$ cat config.mk
export PLATFORM = sky130hd
export DESIGN_NAME = fit_policy_block_allocator_unit
export DESIGN_NICKNAME = d
export VERILOG_FILES = /design/src/hw/rtl/fpba_pkg.sv /design/src/hw/rtl/fpba_ctrl.sv /design/src/hw/rtl/fpba_dpath.sv /design/src/hw/rtl/fit_policy_block_allocator_unit.sv
export SDC_FILE = /design/constraint.sdc
export NUM_CORES = 1
export LEC_CHECK = 0
export BUFFER_PORTS_ARGS = -buffer_cell sky130_fd_sc_hd__buf_2
export CORE_MARGIN = 2
export CORE_UTILIZATION = 45
export CTS_CLUSTER_SIZE = 10
export DETAILED_ROUTE_END_ITERATION = 7
export HOLD_SLACK_MARGIN = 0.15
export MAX_ROUTING_LAYER = met4
export PLACE_DENSITY = 0.73
export SLEW_MARGIN = 40
export SYNTH_ARGS = -nofsm -noshare
export SYNTH_HDL_FRONTEND = slang
export SYNTH_SLANG_ARGS = --single-unit
$ cat constraint.sdc
create_clock -name clk_i -period 9.4 [get_ports clk_i]
set_input_delay 0.94 -clock clk_i [delete_from_list [all_inputs] [get_ports clk_i]]
set_output_delay 0.94 -clock clk_i [all_outputs]
set_load 0.005 [all_outputs]
$ cat src/hw/rtl/fpba_pkg.sv
// fpba_pkg: shared constants, codes and request/result types for the
// fit-policy block allocator. No dependencies.
package fpba_pkg;

  // table geometry
  localparam int NumBlocks = 16;
  localparam int SizeW     = 16;
  localparam int IdxW      = $clog2(NumBlocks);
  localparam int CountW    = $clog2(NumBlocks + 1);

  // command codes
  localparam logic CMD_LOAD  = 1'b0;
  localparam logic CMD_ALLOC = 1'b1;

  // policy codes
  localparam logic [1:0] POL_FIRST = 2'd0;
  localparam logic [1:0] POL_BEST  = 2'd1;
  localparam logic [1:0] POL_WORST = 2'd2;
  localparam logic [1:0] POL_NEXT  = 2'd3;

  // result status codes
  localparam logic [1:0] ST_LOADED  = 2'd0;
  localparam logic [1:0] ST_GRANTED = 2'd1;
  localparam logic [1:0] ST_REFUSED = 2'd2;

  // input request item
  typedef struct packed {
    logic             cmd;
    logic [1:0]       policy;
    logic [SizeW-1:0] request_size;
    logic [IdxW-1:0]  load_index;
    logic [SizeW-1:0] load_size;
  } req_t;

  // result item
  typedef struct packed {
    logic [1:0]       status;
    logic [IdxW-1:0]  block_index;
    logic [SizeW-1:0] remaining_size;
  } rsp_t;

  // controller to datapath commands
  typedef struct packed {
    logic load;     // write a block's free size and post its result
    logic capture;  // latch an allocate request and set up the scan
    logic step;     // examine one table entry
    logic finish;   // commit the grant and post the result
  } ctl_cmd_t;

  // datapath to controller status
  typedef struct packed {
    logic scan_last;  // the entry under examination is the final one
  } dp_sts_t;

endpackage

$ cat src/hw/rtl/fpba_ctrl.sv
// fpba_ctrl: sequencing state machine of the fit-policy block allocator.
// Depends on fpba_pkg for the command and status types.
module fpba_ctrl (
  input  logic               clk_i,
  input  logic               rst_ni,
  input  logic               start,
  input  logic               req_alloc_i,
  input  fpba_pkg::dp_sts_t  sts_i,
  output fpba_pkg::ctl_cmd_t cmd_o,
  output logic               busy,
  output logic               done_o
);
  import fpba_pkg::*;

  localparam logic [1:0] S_IDLE   = 2'd0;
  localparam logic [1:0] S_SCAN   = 2'd1;
  localparam logic [1:0] S_FINISH = 2'd2;

  logic [1:0] state_q, state_d;
  logic       done_q, done_d;

  // next state and datapath commands
  always_comb begin
    state_d = state_q;
    cmd_o   = '0;
    case (state_q)
      S_IDLE: begin
        if (start) begin
          if (req_alloc_i == CMD_ALLOC) begin
            cmd_o.capture = 1'b1;
            state_d       = S_SCAN;
          end else begin
            cmd_o.load = 1'b1;
          end
        end
      end
      S_SCAN: begin
        cmd_o.step = 1'b1;
        if (sts_i.scan_last) begin
          state_d = S_FINISH;
        end
      end
      S_FINISH: begin
        cmd_o.finish = 1'b1;
        state_d      = S_IDLE;
      end
      default: begin
        state_d = S_IDLE;
      end
    endcase
  end

  // result strobe follows the cycle that posts a result
  assign done_d = cmd_o.load | cmd_o.finish;

  always_ff @(posedge clk_i or negedge rst_ni) begin
    if (!rst_ni) begin
      state_q <= S_IDLE;
      done_q  <= 1'b0;
    end else begin
      state_q <= state_d;
      done_q  <= done_d;
    end
  end

  assign busy   = (state_q != S_IDLE);
  assign done_o = done_q;

endmodule

$ cat src/hw/rtl/fpba_dpath.sv
// fpba_dpath: free-size table, scan registers, next-fit pointer, block count
// and result register of the fit-policy block allocator. Depends on fpba_pkg.
module fpba_dpath (
  input  logic                     clk_i,
  input  logic                     rst_ni,
  input  fpba_pkg::req_t           req_i,
  input  fpba_pkg::ctl_cmd_t       cmd_i,
  input  logic                     cfg_we_i,
  input  logic [fpba_pkg::CountW-1:0] cfg_wdata_i,
  output fpba_pkg::dp_sts_t        sts_o,
  output fpba_pkg::rsp_t           rsp_o
);
  import fpba_pkg::*;

  // free size per block, undefined until loaded
  logic [SizeW-1:0]  blk_free_q [NumBlocks];

  req_t              req_q;
  logic [IdxW-1:0]   pos_q, pos_d;
  logic [IdxW-1:0]   cnt_q, cnt_d;
  logic              found_q, found_d;
  logic [IdxW-1:0]   best_idx_q, best_idx_d;
  logic [SizeW-1:0]  best_val_q, best_val_d;
  logic [IdxW-1:0]   np_q, np_d;
  logic [CountW-1:0] bc_q, bc_d;
  rsp_t              rsp_q, rsp_d;

  logic [IdxW-1:0]   start_pos;
  logic [SizeW-1:0]  rd_val;
  logic              fits, better, take;
  logic [CountW-1:0] pos_inc, grant_inc;
  logic [IdxW-1:0]   pos_wrap, grant_wrap;
  logic [SizeW-1:0]  remain;

  // scan compare and pointer arithmetic
  always_comb begin
    start_pos  = ({1'b0, np_q} < bc_q) ? np_q : '0;
    rd_val     = blk_free_q[pos_q];
    fits       = (rd_val >= req_q.request_size);
    better     = ((req_q.policy == POL_BEST)  && (rd_val < best_val_q)) ||
                 ((req_q.policy == POL_WORST) && (rd_val > best_val_q));
    take       = fits && (!found_q || better);
    pos_inc    = {1'b0, pos_q} + CountW'(1);
    pos_wrap   = (pos_inc == bc_q) ? '0 : pos_inc[IdxW-1:0];
    grant_inc  = {1'b0, best_idx_q} + CountW'(1);
    grant_wrap = (grant_inc == bc_q) ? '0 : grant_inc[IdxW-1:0];
    remain     = best_val_q - req_q.request_size;
  end

  assign sts_o.scan_last = ({1'b0, cnt_q} == (bc_q - CountW'(1)));

  // scan state updates
  always_comb begin
    pos_d      = pos_q;
    cnt_d      = cnt_q;
    found_d    = found_q;
    best_idx_d = best_idx_q;
    best_val_d = best_val_q;
    if (cmd_i.capture) begin
      pos_d   = (req_i.policy == POL_NEXT) ? start_pos : '0;
      cnt_d   = '0;
      found_d = 1'b0;
    end else if (cmd_i.step) begin
      pos_d = pos_wrap;
      cnt_d = cnt_q + IdxW'(1);
      if (take) begin
        found_d    = 1'b1;
        best_idx_d = pos_q;
        best_val_d = rd_val;
      end
    end
  end

  // block count clamp and next-fit pointer reset on write, next-fit pointer advance on grant
  always_comb begin
    bc_d = bc_q;
    np_d = np_q;
    if (cfg_we_i) begin
      if (cfg_wdata_i == '0) begin
        bc_d = CountW'(1);
      end else if (cfg_wdata_i > CountW'(NumBlocks)) begin
        bc_d = CountW'(NumBlocks);
      end else begin
        bc_d = cfg_wdata_i;
      end
      np_d = '0;
    end else if (cmd_i.finish && found_q && (req_q.policy == POL_NEXT)) begin
      np_d = grant_wrap;
    end
  end

  // result formation
  always_comb begin
    rsp_d = rsp_q;
    if (cmd_i.load) begin
      rsp_d.status         = ST_LOADED;
      rsp_d.block_index    = req_i.load_index;
      rsp_d.remaining_size = req_i.load_size;
    end else if (cmd_i.finish) begin
      if (found_q) begin
        rsp_d.status         = ST_GRANTED;
        rsp_d.block_index    = best_idx_q;
        rsp_d.remaining_size = remain;
      end else begin
        rsp_d.status         = ST_REFUSED;
        rsp_d.block_index    = '0;
        rsp_d.remaining_size = '0;
      end
    end
  end

  // control registers
  always_ff @(posedge clk_i or negedge rst_ni) begin
    if (!rst_ni) begin
      found_q <= 1'b0;
      pos_q   <= '0;
      cnt_q   <= '0;
      np_q    <= '0;
      bc_q    <= CountW'(NumBlocks);
    end else begin
      found_q <= found_d;
      pos_q   <= pos_d;
      cnt_q   <= cnt_d;
      np_q    <= np_d;
      bc_q    <= bc_d;
    end
  end

  // payload registers
  always_ff @(posedge clk_i) begin
    if (cmd_i.capture) begin
      req_q <= req_i;
    end
    best_idx_q <= best_idx_d;
    best_val_q <= best_val_d;
    rsp_q      <= rsp_d;
  end

  // free-size table writes
  always_ff @(posedge clk_i) begin
    if (cmd_i.load) begin
      blk_free_q[req_i.load_index] <= req_i.load_size;
    end else if (cmd_i.finish && found_q) begin
      blk_free_q[best_idx_q] <= remain;
    end
  end

  assign rsp_o = rsp_q;

endmodule

$ cat src/hw/rtl/fit_policy_block_allocator_unit.sv
// Fit-policy block allocator, top level: controller plus datapath.
// Load request: result in the next cycle after acceptance; busy stays low, so loads run every cycle.
// Allocate request: the scan compares one free-size table entry per cycle over all block_count
//   entries, then the grant is committed and the result registered.
// The next request is taken in the cycle its predecessor's result is shown.
// Reset: next-fit pointer 0, block count 16, free-size table undefined until loaded.
module fit_policy_block_allocator_unit (
  input  logic                        clk_i,
  input  logic                        rst_ni,
  input  logic                        start,
  output logic                        busy,
  input  fpba_pkg::req_t              req_i,
  input  logic                        cfg_we_i,
  input  logic [fpba_pkg::CountW-1:0] cfg_wdata_i,
  output logic                        done_o,
  output fpba_pkg::rsp_t              rsp_o
);
  import fpba_pkg::*;

  ctl_cmd_t ctl_cmd;
  dp_sts_t  dp_sts;

  // sequencing
  fpba_ctrl u_ctrl (
    .clk_i       (clk_i),
    .rst_ni      (rst_ni),
    .start       (start),
    .req_alloc_i (req_i.cmd),
    .sts_i       (dp_sts),
    .cmd_o       (ctl_cmd),
    .busy        (busy),
    .done_o      (done_o)
  );

  // table, scan and result datapath
  fpba_dpath u_dpath (
    .clk_i       (clk_i),
    .rst_ni      (rst_ni),
    .req_i       (req_i),
    .cmd_i       (ctl_cmd),
    .cfg_we_i    (cfg_we_i),
    .cfg_wdata_i (cfg_wdata_i),
    .sts_o       (dp_sts),
    .rsp_o       (rsp_o)
  );

endmodule

# Yosys cells after proc, flatten, opt, wreduce, memory -nomap -nowiden
# Memories as Yosys holds them, arrays and structs flattened.
# Index checks and enable logic that the tools add are counted.
[classes]
n_eq_ne = 12
n_lt_le_gt_ge = 5
bitwise = 2
addsub = 5
n_reduce_logical = 19
mux = 36
[op_table]
columns = ["cell", "n"]
rows = [
  ["$mux W4", 11],
  ["$mux W20", 2],
  ["$mux W22", 1],
  ["$ge A16 B16 Y1", 1],
  ["$gt A16 B16 Y1", 1],
  ["$lt A16 B16 Y1", 1],
  ["$mux W16", 1],
  ["$reduce_or A16 Y1", 1],
  ["$sub A16 B16 Y16", 1],
  ["$mux W1", 13],
  ["$add A4 B1 Y5 const B", 2],
  ["$eq A5 B5 Y1", 2],
  ["$mux W2", 5],
  ["$mux W5", 2],
  ["$reduce_bool A2 Y1", 5],
  ["$eq A2 B2 Y1 const B", 4],
  ["$ne A2 B2 Y1 const B", 3],
  ["$reduce_and A3 Y1", 2],
  ["$eq A4 B5 Y1", 1],
  ["$gt A5 B5 Y1 const B", 1],
  ["$logic_and A1 B1 Y1", 5],
  ["$logic_not A5 Y1", 1],
  ["$lt A4 B5 Y1", 1],
  ["$sub A5 B1 Y5 const B", 1],
  ["other kinds (9)", 11],
]
[word_totals]
regBits = 81
n_memories = 1
ram_bits = 256
out_inout_bits = 24
[memory_table]
columns = ["name", "depth", "width", "read_ports", "rd_clocked_by_memory_dff", "wr", "line_no", "text"]
rows = [
  ["u_dpath.blk_free_q", 16, 16, 1, 0, 1, "fpba_dpath.sv:16", "logic [SizeW-1:0] blk_free_q [NumBlocks];"],
]

# Longest topological paths before layout
# An unclocked memory read counts as a cell.
[logic_depth]
ltp_word = 9
mapped_depth = 12

# Hierarchy
# From an unflattened synthesis, not the netlist that was laid out.
[unflattened]
cells_unflattened = 895
area_unflattened_um2 = 14914.3
[modules_own_cells]
columns = ["mod", "cells_per_inst", "seq_area_each_um2", "instances", "area_per_inst_um2"]
rows = [
  ["fpba_dpath", 879, 9920.8, 1, 14756.7],
  ["fpba_ctrl", 16, 75.1, 1, 157.7],
]

# Worst setup path after synthesis
# No wires, ideal clock.
[synth_path]
path_kind = "register -> register"
from = "register u_dpath.pos_q[0]"
to = "register u_dpath.best_idx_q[0], enable pin"
t_required_ns = 8.996
path_stages_with_launch = 13
period_less_slack_ns = 4.385
arrival_ns = 3.982
setup_slack_ns = 5.015
cell_sequence = "dfrtp_1 > buf_6 > buf_6 > buf_6 > mux4_2 > mux4_2 > ha_1 > nand4_1 > nor4_1 > a21boi_0 > nor3b_1 > mux2i_1 > a21oi_1"
[synth_via]
elab_chain_cells = 7
elab_cells_between_ends = 10
classes_between = "order compare (3); reduce/logical (6); memory (1)"
[synth_lines]
columns = ["element", "line_no", "text"]
rows = [
  ["start, declared", "fpba_dpath.sv:19", "logic [IdxW-1:0] pos_q, pos_d;"],
  ["start signal, assigned", "fpba_dpath.sv:122", "pos_q <= pos_d;"],
  ["$mem_v2 Z16 W16 *", "-", ""],
  ["via u_dpath.rd_val[13]", "fpba_dpath.sv:29", "logic [SizeW-1:0] rd_val;"],
  ["$lt A16 B16 Y1 or $gt A16 B16 Y1 (tied branches)", "fpba_dpath.sv:40, fpba_dpath.sv:41", ""],
  ["$logic_and A1 B1 Y1 (on tied branches)", "fpba_dpath.sv:40, fpba_dpath.sv:41", ""],
  ["$logic_or A1 B1 Y1", "fpba_dpath.sv:40", "better = ((req_q.policy == POL_BEST) && (rd_val < best_val_q)) ||"],
  ["$logic_or A1 B1 Y1", "fpba_dpath.sv:42", "take = fits && (!found_q || better);"],
  ["$logic_and A1 B1 Y1 *", "fpba_dpath.sv:42", ""],
  ["$reduce_and A3 Y1 (no line) *", "-", ""],
  ["end signal, assigned", "fpba_dpath.sv:134", "best_idx_q <= best_idx_d;"],
  ["end, declared", "fpba_dpath.sv:22", "logic [IdxW-1:0] best_idx_q, best_idx_d;"],
]
# Mark *: on every way through the listed nets, which the timed path passes. The rest lies on a longest branch.
# A chain may end at the register's enable or synchronous reset.

# Worst setup path after layout
[layout_path]
from = "register u_dpath.pos_q[0]"
to = "register u_dpath.best_val_q[12], enable pin"
[layout_via]
elab_chain_cells = 7
elab_cells_between_ends = 10
classes_between = "order compare (3); reduce/logical (6); memory (1)"
[layout_lines]
columns = ["element", "line_no", "text"]
rows = [
  ["$mem_v2 Z16 W16 *", "-", ""],
  ["via u_dpath.rd_val[15]", "fpba_dpath.sv:29", ""],
  ["$lt A16 B16 Y1 or $gt A16 B16 Y1 (tied branches)", "fpba_dpath.sv:40, fpba_dpath.sv:41", ""],
  ["$logic_and A1 B1 Y1 (on tied branches)", "fpba_dpath.sv:40, fpba_dpath.sv:41", ""],
  ["$logic_or A1 B1 Y1", "fpba_dpath.sv:40", ""],
  ["$logic_or A1 B1 Y1", "fpba_dpath.sv:42", ""],
  ["$logic_and A1 B1 Y1 *", "fpba_dpath.sv:42", ""],
  ["$reduce_and A3 Y1 (no line) *", "-", ""],
  ["end signal, assigned", "fpba_dpath.sv:135", "best_val_q <= best_val_d;"],
  ["end, declared", "fpba_dpath.sv:23", "logic [SizeW-1:0] best_val_q, best_val_d;"],
]
# Marks and branches as above.

==> out/metrics.yaml <==
run_status:
  outcome: "complete, no violations"
sta:
  period_minus_slack_ns: 5.07
  fin_crit_sh: 0.539
  fin_tns_setup_ns: 0
  fin_worst_skew_ns: 0.0116
  hold-worst-slack_ns: 0.369
  rsz0062_at_grt: "false"
  maxSlewViolCount: 0
  relSlewSlack: 0.487
  fmax_mhz: 197
  setup_violations: 0
  finalHoldViolations: 0
  tightest_slew_ns: 0.769
final_layout:
  fin_nets: 1103
  final_cells: 1458
  nFillCells: 2578
  layout_commonest_cell: "edfxtp_1"
  drive_gt1_frac: 0.252
  area_delta_synth_final_pct: 14.6
  postLayoutCellArea_um2: 17000
  mostFrequentLayoutCells: "edfxtp_1 (314), mux4_2 (80), buf_2 (71)"
worst_setup_path:
  cpLargestDelayFamily: "multiplexers"
  critPathSlowestCell: "dfrtp_4"
  crit_path_cell_trace: "buf_4 -> mux4_2 -> mux4_2 -> ha_1 -> nand4_1 -> nor4_1 -> a21boi_0 -> nor3b_1 -> mux2i_1 -> a21oi_4"
  end_kind: "flop"
  cp_data_required_time_ns: 9.57
  r2r-start: "u_dpath.pos_q[0]"
  worst_path_largest_cell_delay_ns: 0.83
  arrival_ns: 5.23
  path_max_fanout: 37
  critPathKind: "flop to flop"
  cpMostUsedCell: "mux4_2"
  cp-start-kind: "flop"
  rr_worst_depth: 10
  timing.rr.end: "u_dpath.best_val_q[12]"
  rrSetupSlack_ns: 4.33
  critPathBufInv: 1
clock_network:
  cts_root_buf: "clkbuf_16"
  cts_resized: 0
  cts_made_buffers: 40
  cts_tree: "built"
  htreeDepth: 2
  post-cts-setup-buffers: 0
  clockBufferDepth: 3
  hold_buffers: 0
  clk_pin_slew_ns: 0.06
  clock-sinks: 337
  clock_latency_ns: 0.54
logic_synthesis:
  ys_ff_latch: 337
  synth_edf_count: 314
  synth_mux_area_frac: 0.126
  synthArstFlopShare: 0.0623
  synth_xor_area_frac: 0.0165
  synth_top_family_by_area: "multiplexers"
  synthSimpleGateAreaFrac: 0.0529
  ys.warnings.count: 0
  synth.cell_area_um2: 14800
  ys.flop_type: "edfxtp_1"
  syn_avg_cell_area_um2: 16.5
  ys_types: 58
  synth_compound_area_frac: 0.0600
  synth_fa_ha_area_frac: 0.0469
  synthCells: 897
  synth-seq-area-share: 0.674
  syn_nets: 1000
routing:
  vias: 8424
  ant_nets: 0
  drt_pass1_iterations: 5
  vias_per_cell: 5.78
  post_drt_wl_per_cell_um: 23.2
  drc: 0
  wl_mm: 33.8
  drtIter0Drc: 774
global_route:
  grt_pass1_wl_mm: 50.1
  grt_pass1_vias: 8316
  grt_max_degree: 65
  grtUsageTotal: 0.205
  grt_overflow: 0
  antenna_found_initial: 0
die:
  die_area_um2: 34400
  rows: 66
  core_um2: 32500
  pin_count: 72
  die_w_um: 186
  die_y_um: 186
  initial_core_util: 0.456
pwr:
  power_density_nw_per_um2: 297
  p_leak_uw: 0.00595
  ir_worst_vdd_uv: 161
  report.power.total_uw: 5050
placed_design:
  placed_area_um2: 15800
  place_hpwl_mm: 20.8
  portBuffers: 71
  gp_congestion: 0.922
  dp_cells: 1400
hold_path:
  min_path_type: "primary input to asynchronous set/reset pin"
job:
  cap_viol_max_count: 0
## state kept, by name, indices dropped and copies added, names as in the netlist
register	flops
u_dpath.cnt_q	4
u_dpath.best_idx_q	4
u_ctrl.state_q	2
u_dpath.pos_q	4
u_dpath.found_q	1
u_dpath.rsp_o	22
u_ctrl.done_o	1
u_dpath.blk_free_q	256
u_dpath.np_q	4
u_dpath.best_val_q	16
u_dpath.req_q	18
u_dpath.bc_q	5
## power by group
group / internal, uW / switching [uW] / total (uW)
sequential: 1820 / 118 / 1940
combinational: 773 / 927 / 1700
clock: 844 / 565 / 1410
total: 3440 / 1610 / 5050
## final cells by class
| class | count | area, um2 | area share |
|---|---|---|---|
| Clock buffer | 54 | 1100 | 0.0650 |
| Inverter | 48 | 180 | 0.0106 |
| Timing Repair Buffer | 95 | 539 | 0.0317 |
| Antenna cell | 1 | 2.50 | 0.000147 |
| Clock inverter | 3 | 70.1 | 0.00412 |
| Sequential cell | 337 | 10000 | 0.588 |
| Tap cell | 442 | 553 | 0.0325 |
| Multi-Input combinational cell | 478 | 4550 | 0.268 |
## cells in the mapped netlist, types with 6 or more instances
cell,n,area [um2]
nor2b_1,10,62.6
nand3_1,10,50.1
nor2_1,47,176
o21ai_0,35,175
a22o_1,6,52.6
a211oi_1,6,45.0
xnor2_1,18,158
xor2_1,8,70.1
nand4_1,8,50.1
o21ai_1,10,50.1
o31ai_1,8,60.1
a21oi_1,29,145
o211ai_1,6,45.0
edfxtp_1,314,9430
mux4_2,80,1800
nor3_1,7,35.0
dfrtp_1,20,500
ha_1,54,676
inv_1,45,169
nand2_1,66,248
buf_2,13,65.1
clkbuf_1,15,56.3
a31oi_1,10,62.6
## worst max path at each step
stage | startpoint | to | slack (ns) | cells past startpoint
after floorplan | u_dpath.pos_q[0] | u_dpath.best_idx_q[0] | 5.01 | 12
after global placement | u_dpath.pos_q[0] | u_dpath.best_val_q[14] | 4.08 | 10
after detailed placement | u_dpath.pos_q[0] | u_dpath.best_val_q[13] | 4.30 | 10
after CTS | u_dpath.pos_q[0] | u_dpath.best_val_q[0] | 4.26 | 10
after global routing | u_dpath.pos_q[0] | u_dpath.best_val_q[9] | 3.97 | 10
final | u_dpath.pos_q[0] | u_dpath.best_val_q[12] | 4.33 | 10
## logic make-up after synthesis
| family | after synthesis |
|---|---|
| simple gates | 171 |
| buf+inv | 82 |
| mux | 86 |
| xor+xnor | 27 |
| flops | 337 |
| fa+ha+maj | 55 |
| compound gates | 139 |
## per-layer routing
layer  up-vias  wire length, um  track usage
met4         0              603       0.0573
met5         -                0            -
met3        53             2520       0.0321
met2       351            16500        0.330
met1      4283            14200        0.273
li1       3737                -            -
## stage by stage
stage	worst slack [ns]	util
after floorplan	5.01	-
after global placement	4.08	0.485
after detailed placement	4.30	0.486
after CTS	4.26	0.522
after global routing	3.97	0.522
final	4.33	0.522
(Power assumes the default switching activity.)
